===== config.mk =====
export PLATFORM = sky130hd
export DESIGN_NAME = top_k_score_keeper
export DESIGN_NICKNAME = d
export VERILOG_FILES = /design/src/design/tksk_pkg.sv /design/src/design/tksk_cell.sv /design/src/design/top_k_score_keeper.sv
export SDC_FILE = /design/constraint.sdc
export NUM_CORES = 2
export LEC_CHECK = 0
export BUFFER_PORTS_ARGS = -buffer_cell sky130_fd_sc_hd__buf_2
export CORE_UTILIZATION = 35
export DETAILED_ROUTE_END_ITERATION = 8
export SLEW_MARGIN = 0
export SYNTH_ARGS = -nofsm -noshare
export SYNTH_HDL_FRONTEND = slang
export SYNTH_HIERARCHICAL = 1
export SYNTH_SLANG_ARGS = --single-unit

===== constraint.sdc =====
create_clock -name i_clk -period 4.74 [get_ports i_clk]
set_input_delay 0.474 -clock i_clk [delete_from_list [all_inputs] [get_ports i_clk]]
set_output_delay 0.474 -clock i_clk [all_outputs]
set_load 0.01 [all_outputs]

===== src/design/tksk_pkg.sv =====
package tksk_pkg;

    localparam int SCORE_W    = 16;
    localparam int ENTRY_W    = 20;
    localparam int OPC_W      = 2;
    localparam int RANK_W     = 4;
    localparam int CNT_W      = 5;
    localparam int KEEP_W     = 5;
    localparam int KEEP_RESET = 16;
    localparam int SLOTS_DEF  = 16;

    localparam logic [CNT_W-1:0] CNT_MAX = '1;

    typedef enum logic [OPC_W-1:0] {
        OP_CLEAR = 2'd0,
        OP_OFFER = 2'd1,
        OP_READ  = 2'd2
    } t_opcode;

    typedef struct packed {
        logic [SCORE_W-1:0] score;
        logic [ENTRY_W-1:0] entry;
    } t_slot;

endpackage


===== src/design/tksk_cell.sv =====
// One rank of the sorted list. On an offer that reaches this cell it takes
// either the new candidate (insertion point) or the word of the cell above.
module tksk_cell (
    input  logic                  i_clk,
    input  logic                  i_rst_n,
    input  logic                  i_clear,
    input  logic                  i_offer,
    input  logic                  i_reach,
    input  logic                  i_reach_up,
    input  tksk_pkg::t_slot       i_up,
    input  tksk_pkg::t_slot       i_new,
    output tksk_pkg::t_slot       o_slot,
    output logic                  o_gt
);

    tksk_pkg::t_slot r_slot;
    tksk_pkg::t_slot n_slot;

    always_comb begin
        n_slot = r_slot;
        if (i_clear) begin
            // entry ids survive a clear
            n_slot.score = '0;
        end else if (i_offer && i_reach) begin
            n_slot = i_reach_up ? i_up : i_new;
        end
    end

    always_ff @(posedge i_clk) begin
        if (!i_rst_n) begin
            r_slot <= '0;
        end else begin
            r_slot <= n_slot;
        end
    end

    assign o_slot = r_slot;
    assign o_gt   = i_new.score > r_slot.score;

endmodule


===== src/design/top_k_score_keeper.sv =====
// Channel   Direction  Handshake                  Word
// in        input      i_in_valid / o_in_stall    i_opcode, i_score, i_entry_id
// out       output     o_out_valid / i_out_stall  o_rank, o_kept_score, o_kept_entry,
//                                                 o_no_hit, o_last
// cfg       input      i_cfg_valid / o_cfg_ready  i_cfg_keep_count
//
// Clear and offer do not stall the input; on an offer all cells compare against
// the new score in parallel and the list shifts by one below the insertion point.
// A readout holds the input stalled until the single output register has loaded
// every emitted word (1..keep count); it loads one slot per cycle, but not while
// its word waits on i_out_stall. Only the last readout word, while it waits on
// i_out_stall, does not stop later clears or offers.
// Reset (synchronous, active low) zeroes all slots and the offer count and sets
// the keep count to 16 (or SLOTS if smaller).
module top_k_score_keeper #(
    parameter int SLOTS = tksk_pkg::SLOTS_DEF
) (
    input  logic                          i_clk,
    input  logic                          i_rst_n,
    input  logic                          i_in_valid,
    output logic                          o_in_stall,
    input  logic [tksk_pkg::OPC_W-1:0]    i_opcode,
    input  logic [tksk_pkg::SCORE_W-1:0]  i_score,
    input  logic [tksk_pkg::ENTRY_W-1:0]  i_entry_id,
    output logic                          o_out_valid,
    input  logic                          i_out_stall,
    output logic [tksk_pkg::RANK_W-1:0]   o_rank,
    output logic [tksk_pkg::SCORE_W-1:0]  o_kept_score,
    output logic [tksk_pkg::ENTRY_W-1:0]  o_kept_entry,
    output logic                          o_no_hit,
    output logic                          o_last,
    input  logic                          i_cfg_valid,
    output logic                          o_cfg_ready,
    input  logic [tksk_pkg::KEEP_W-1:0]   i_cfg_keep_count
);

    localparam int KW       = $clog2(SLOTS + 1);
    localparam int IW       = (SLOTS > 1) ? $clog2(SLOTS) : 1;
    localparam int KEEP_RST = (tksk_pkg::KEEP_RESET > SLOTS) ? SLOTS : tksk_pkg::KEEP_RESET;

    typedef enum logic [1:0] {
        S_IDLE = 2'b01,
        S_READ = 2'b10
    } t_state;

    t_state                       r_state, n_state;
    logic [KW-1:0]                r_keep, n_keep;
    logic [tksk_pkg::CNT_W-1:0]   r_offered, n_offered;
    logic [KW-1:0]                r_rd_n, n_rd_n;
    logic [IW-1:0]                r_idx, n_idx;
    logic                         r_rd_nohit, n_rd_nohit;
    logic                         r_out_valid, n_out_valid;
    logic [tksk_pkg::RANK_W-1:0]  r_rank, n_rank;
    tksk_pkg::t_slot              r_out, n_out;
    logic                         r_no_hit, n_no_hit;
    logic                         r_last, n_last;

    logic                         w_in_acc;
    logic                         w_clear;
    logic                         w_offer;
    logic                         w_load_out;
    logic                         w_rd_last;
    logic [SLOTS-1:0]             w_win;
    logic [SLOTS-1:0]             w_gt;
    logic [SLOTS-1:0]             w_block;
    logic [SLOTS-1:0]             w_reach;
    tksk_pkg::t_slot              w_new;
    tksk_pkg::t_slot              w_slot [SLOTS];

    assign w_in_acc = i_in_valid && !o_in_stall;
    assign w_clear  = w_in_acc && (i_opcode == tksk_pkg::OP_CLEAR);
    assign w_offer  = w_in_acc && (i_opcode == tksk_pkg::OP_OFFER);
    assign w_new    = '{score: i_score, entry: i_entry_id};

    // a window slot blocks the bubble unless the new score beats it
    assign w_block = w_win & ~w_gt;

    genvar gi;
    generate
        for (gi = 0; gi < SLOTS; gi++) begin : g_cell
            localparam logic [SLOTS-1:0] UP_MASK = {SLOTS{1'b1}} << gi;

            assign w_win[gi]   = 32'(r_keep) > gi;
            assign w_reach[gi] = w_win[gi] && !(|(w_block & UP_MASK));

            if (gi == 0) begin : g_top
                tksk_cell u_cell (
                    .i_clk      (i_clk),
                    .i_rst_n    (i_rst_n),
                    .i_clear    (w_clear),
                    .i_offer    (w_offer),
                    .i_reach    (w_reach[gi]),
                    .i_reach_up (1'b0),
                    .i_up       (w_new),
                    .i_new      (w_new),
                    .o_slot     (w_slot[gi]),
                    .o_gt       (w_gt[gi])
                );
            end else begin : g_rest
                tksk_cell u_cell (
                    .i_clk      (i_clk),
                    .i_rst_n    (i_rst_n),
                    .i_clear    (w_clear),
                    .i_offer    (w_offer),
                    .i_reach    (w_reach[gi]),
                    .i_reach_up (w_reach[gi-1]),
                    .i_up       (w_slot[gi-1]),
                    .i_new      (w_new),
                    .o_slot     (w_slot[gi]),
                    .o_gt       (w_gt[gi])
                );
            end
        end
    endgenerate

    assign w_load_out = (r_state == S_READ) && (!r_out_valid || !i_out_stall);
    assign w_rd_last  = r_rd_nohit || ((32'(r_idx) + 1) == 32'(r_rd_n));

    always_comb begin
        n_state     = r_state;
        n_keep      = r_keep;
        n_offered   = r_offered;
        n_rd_n      = r_rd_n;
        n_idx       = r_idx;
        n_rd_nohit  = r_rd_nohit;
        n_out_valid = r_out_valid;
        n_rank      = r_rank;
        n_out       = r_out;
        n_no_hit    = r_no_hit;
        n_last      = r_last;

        if (i_cfg_valid) begin
            if (i_cfg_keep_count == '0) begin
                n_keep = KW'(1);
            end else if (32'(i_cfg_keep_count) > SLOTS) begin
                n_keep = KW'(SLOTS);
            end else begin
                n_keep = KW'(i_cfg_keep_count);
            end
        end

        if (w_in_acc) begin
            case (i_opcode)
                tksk_pkg::OP_CLEAR: begin
                    n_offered = '0;
                end
                tksk_pkg::OP_OFFER: begin
                    if (r_offered != tksk_pkg::CNT_MAX) begin
                        n_offered = r_offered + 1'b1;
                    end
                end
                tksk_pkg::OP_READ: begin
                    n_state    = S_READ;
                    n_idx      = '0;
                    n_rd_nohit = (r_offered == '0);
                    n_rd_n     = (32'(r_offered) < 32'(r_keep)) ? KW'(r_offered) : r_keep;
                end
                default: begin
                end
            endcase
        end

        if (o_out_valid && !i_out_stall) begin
            n_out_valid = 1'b0;
        end

        if (w_load_out) begin
            n_out_valid = 1'b1;
            n_rank      = tksk_pkg::RANK_W'(r_idx);
            n_no_hit    = r_rd_nohit;
            n_last      = w_rd_last;
            n_out       = r_rd_nohit ? '0 : w_slot[r_idx];
            if (w_rd_last) begin
                n_state = S_IDLE;
            end else begin
                n_idx = r_idx + 1'b1;
            end
        end
    end

    always_ff @(posedge i_clk) begin
        if (!i_rst_n) begin
            r_state     <= S_IDLE;
            r_keep      <= KW'(KEEP_RST);
            r_offered   <= '0;
            r_out_valid <= 1'b0;
            r_rd_n      <= '0;
            r_idx       <= '0;
            r_rd_nohit  <= 1'b0;
        end else begin
            r_state     <= n_state;
            r_keep      <= n_keep;
            r_offered   <= n_offered;
            r_out_valid <= n_out_valid;
            r_rd_n      <= n_rd_n;
            r_idx       <= n_idx;
            r_rd_nohit  <= n_rd_nohit;
        end
    end

    always_ff @(posedge i_clk) begin
        r_rank   <= n_rank;
        r_out    <= n_out;
        r_no_hit <= n_no_hit;
        r_last   <= n_last;
    end

    assign o_in_stall   = (r_state == S_READ);
    assign o_cfg_ready  = 1'b1;
    assign o_out_valid  = r_out_valid;
    assign o_rank       = r_rank;
    assign o_kept_score = r_out.score;
    assign o_kept_entry = r_out.entry;
    assign o_no_hit     = r_no_hit;
    assign o_last       = r_last;

    a_keep_range: assert property (@(posedge i_clk) disable iff (!i_rst_n)
        (r_keep != '0) && (32'(r_keep) <= SLOTS))
        else $error("keep count out of range");

    a_rd_count: assert property (@(posedge i_clk) disable iff (!i_rst_n)
        (r_state == S_READ && !r_rd_nohit) |-> (r_rd_n != '0) && (32'(r_idx) < 32'(r_rd_n)))
        else $error("readout index past word count");

    a_clear_count: assert property (@(posedge i_clk) disable iff (!i_rst_n)
        w_clear |=> (r_offered == '0))
        else $error("offer count not zero after clear");

    a_nohit_word: assert property (@(posedge i_clk) disable iff (!i_rst_n)
        (o_out_valid && o_no_hit) |-> (o_last && o_rank == '0 && o_kept_score == '0))
        else $error("malformed no-hit word");

    a_read_holds: assert property (@(posedge i_clk) disable iff (!i_rst_n)
        (r_state == S_READ && !w_load_out) |=> (r_state == S_READ && $stable(r_idx)))
        else $error("readout advanced without loading a word");

endmodule

==> Flow_metrics.wiki <==
{| class="wikitable"
! Metric !! Value
|-
| Type of the most critical hold path || in -> reg
|-
| Final cycle utilization of the critical path || between 90% and 100%
|-
| IR drop worst, VDD || 0.229 mV
|-
| Die Footprint || between 100000 and 150000 µm²
|-
| Max Freq || around 0.22 GHz
|-
| Fillers || 11200
|-
| Global router's overall resource usage || between 20 and 25%
|-
| Final instance area || 45500 µm²
|-
| Die width || between 300 and 400 µm
|-
| Final number of max-transition violations || 0
|-
| Hpwl dp || between 80000 and 90000 µm
|-
| Critical path fanouts, max || 14
|-
| CTS root buf || clkbuf_16
|-
| Netlist area before placement || 40400 µm²
|-
| Global-route wire length before repair || just under 200000 µm
|-
| Total power density per cell area || a little under 300 nW/µm²
|-
| Uppermost signal routing layer after detailed routing || met5
|-
| Worst-case clock skew || 0.0393 ns
|-
| I/O pins || 93
|-
| Area of the core region || ~110000 µm²
|-
| Worst path arrival time || approximately 5 ns
|-
| Register clock-pin slew on the reported worst setup and hold paths || around 0.06 ns
|-
| Yosys cell types || 59
|-
| CTS HTree Levels || 3
|-
| Number of detailed-routing iterations run before antenna repair || 5
|-
| Final net count || around 4400
|-
| Share of the yosys chip area belonging to registers || approximately 33%
|-
| Met3 wire length || 8400 µm
|-
| Max-cap violation count || 0
|-
| Number of antenna violations at the first check in global routing || 15
|-
| Total Negative Setup Slacks || 0 ns
|-
| Number of hold buffers added after cts || 0
|-
| Startpoint Class || flip-flop
|-
| Seq cells post-synth || about 640
|-
| Post-route worst setup slack || around 0.25 ns
|-
| GPL Wtd Cong || 0.890
|-
| Post-synthesis net count || ~4400
|-
| Gate count of the mapped netlist || between 4000 and 5000
|-
| Synth Warn # || 6
|-
| Fraction of registers with async set or reset after synthesis || 0%
|-
| Pin count of the biggest net entering global routing || 137
|-
| # rows || ~120
|-
| Chip Height || around 340 µm
|-
| Initial DRC count || around 2400
|-
| Fraction of layout cells with a size suffix above 1 || between 10% and 20%
|-
| Hold Fails Final Rpt || 0
|-
| Crit path required time || between 5 and 6 ns
|-
| Overflow left after global routing || 0
|-
| Final setup violation count || 0
|-
| TritonCTS Sinks || approximately 640
|-
| Buffers on Ports || between 90 and 100
|-
| Mean post-synth cell area || between 9 and 10 µm²
|-
| Area added between synthesis and finish || 12.6%
|-
| Mean number of vias per cell || roughly 5.7
|-
| Leak || ~0.019 µW
|-
| Tightest Pin Transition || about 1.1 ns
|-
| Endpoint kind of the worst setup timing path || flip-flop
|-
| Wirelength, routed || 131000 µm
|-
| Max-Slew Margin vs Limit || roughly a quarter
|-
| Via count of the first global-routing pass || roughly 31000
|-
| Maximum clock path buffer count || 3
|-
| Shortest clock period the worst path allows after layout || about 4.5 ns
|-
| Detailed route wirelength on metal2 || ~60000 µm
|-
| Number of buffers added by the clock tree synthesis step || slightly below 80
|-
| Remaining DRCs || 0
|-
| Worst Setup Slack post-DPL || roughly 0.037 ns
|-
| Outcome || complete, no violations
|-
| Via count || 32300
|-
| Worst setup path class || reg -> reg
|-
| Met1 Routed Length || a little under 60000 µm
|-
| Initial cell density of the core || between 30% and 40%
|-
| Placed standard-cell area || 42800 µm²
|-
| Post-synth EDFFs || 42
|-
| Clock Latency Late Sink || roughly 0.66 ns
|-
| Wirelength per Cell || 23.3 µm
|-
| Count of nets left with antenna violations after detail routing || 0
|-
| Setup repair after global routing missed its margin || no
|-
| TritonCTS clock tree || done
|-
| Top FF cell, synth || dfxtp_1
|}
-- per-stage QoR --
| step | util (%) | hold WS (ns) | instances | power (µW) |
|---|---|---|---|---|
| 2_1_floorplan | - | 0.406 | 4042 | 6810 |
| 3_3_place_gp | 37.5 | 0.467 | 5486 | 7360 |
| 3_5_place_dp | 37.5 | 0.472 | 5486 | 7380 |
| 4_1_cts | 39.7 | 0.0516 | 5630 | 13500 |
| 5_1_grt | 39.8 | 0.0975 | 5630 | 13900 |
| 6_report | 39.8 | 0.0819 | 5634 | 13400 |
-- power breakdown --
| group | switching (µW) | internal [µW] | leakage, µW | total [µW] |
|---|---|---|---|---|
| registers | 80.5 | 5520 | 0.00530 | 5600 |
| clock network | 2610 | 3550 | 0.00127 | 6160 |
| logic | 1040 | 657 | 0.0126 | 1690 |
| total | 3720 | 9720 | 0.0191 | 13400 |
-- flip-flops by register name (all words and copies together) (netlist names) --
| signal | cells |
|---|---|
| r_offered | 5 |
| r_state | 2 |
| g_cell.g_top.u_cell/o_slot | 36 |
| o_no_hit | 1 |
| o_rank | 4 |
| o_out_valid | 1 |
| r_idx | 4 |
| o_last | 1 |
| r_rd_nohit | 1 |
| r_rd_n | 5 |
| r_keep | 5 |
| o_kept_entry | 20 |
| o_kept_score | 16 |
| g_cell.g_rest.u_cell/o_slot | 540 |
-- cell usage in the layout, fill, tap and decap left out, drive strengths merged, types with 42 or more instances in the layout --
cell / n
mux2i: 576
nand4: 50
nor2b: 58
o21ai: 44
ha: 264
mux4: 180
nand2: 387
buf: 244
clkbuf: 105
inv: 272
nor2: 295
a211oi: 263
dfxtp: 599
edfxtp: 42
o211a: 321
a21oi: 111
-- Yosys cell counts (all sizes together), types with 3 or more instances --
cell | number | area share [%]
o31a | 16 | 0.35
clkbuf | 143 | 1.5
nand3 | 38 | 0.47
a2bb2oi | 3 | 0.065
edfxtp | 42 | 3.1
a2111oi | 6 | 0.13
nor3 | 12 | 0.15
nand2 | 387 | 3.6
a21oi | 111 | 1.4
o211ai | 6 | 0.11
nor4b | 5 | 0.11
o211a | 321 | 8.0
ha | 264 | 8.2
nand4b | 4 | 0.087
nor4 | 17 | 0.51
a221o | 17 | 0.42
xnor2 | 3 | 0.065
mux4 | 180 | 10
nor2b | 58 | 0.90
o21ai | 44 | 0.55
and2 | 36 | 0.56
nor2 | 295 | 2.7
nand4 | 50 | 0.77
a211oi | 263 | 4.9
a31oi | 3 | 0.046
and2b | 16 | 0.30
a21o | 21 | 0.39
buf | 169 | 2.8
mux2i | 576 | 14
inv | 268 | 2.5
nand2b | 22 | 0.34
o21a | 3 | 0.056
a21boi | 16 | 0.45
xor2 | 3 | 0.065
dfxtp | 599 | 30
-- per-layer routing --
layer / up-vias / GRT usage [%]
li1: 15000 / -
met2: 1070 / 35.6
met5: - / 0
met1: 16000 / 29.7
met3: 217 / 3.25
met4: 10 / 7.23
-- final cells by class --
type,instances,area (µm²),area share [%]
well taps,1512,1890,4.16
flip-flops and latches,641,13300,29.2
clock inverters,39,395,0.869
multi-input cells,2821,24500,54.0
repair buffers,244,2140,4.71
diodes,4,10.0,0.0220
clock buffers,105,2220,4.89
inverters,268,1010,2.21
-- final timing paths --
check	depth (start not counted)	slack [ns]	endpoint	startpoint
hold reg to reg	1	0.50	g_cell[15].g_rest.u_cell/o_slot[16]$_SDFFE_PN0P_	g_cell[15].g_rest.u_cell/o_slot[16]$_SDFFE_PN0P_
hold / removal	3	0.08	r_keep[3]$_SDFFE_PN0P_	i_cfg_keep_count[3]
setup reg to reg	16	0.25	g_cell[3].g_rest.u_cell/o_slot[18]$_SDFFE_PN0P_	g_cell[11].g_rest.u_cell/o_slot[34]$_SDFFE_PP0P_
setup / recovery	16	0.25	g_cell[3].g_rest.u_cell/o_slot[18]$_SDFFE_PN0P_	g_cell[11].g_rest.u_cell/o_slot[34]$_SDFFE_PP0P_
-- timing repair --
action                     in CTS  in global routing
buffers inserted                0                  0
setup endpoints to repair       0                 21
gates resized for setup         0                  2
-- critical path, cell delays in order (launching register included) --
cell,delay (ns)
dfxtp_1,0.41
inv_1,0.07
ha_1,0.33
nand4_1,0.27
nor4_4,0.40
a21boi_2,0.20
o31a_1,0.19
nand3_1,0.10
a211o_1,0.33
or4b_1,0.51
buf_4,0.21
nor3_2,0.38
and2_1,0.31
and2b_2,0.22
buf_4,0.22
nand2_1,0.07
o211a_1,0.12
-- cell families after synthesis --
group	after synthesis	share of synthesized area, %
AO/OA/AOI/OAI	839	17.0
XOR/XNOR	6	0.130
adder cells (fa/ha/maj)	264	8.18
buffers and inverters	580	6.79
flip-flops	641	32.8
multiplexers	757	24.3
other	2	0.0186
AND/OR/NAND/NOR	953	10.8
Note: power is estimated with default switching activity, not from simulation.
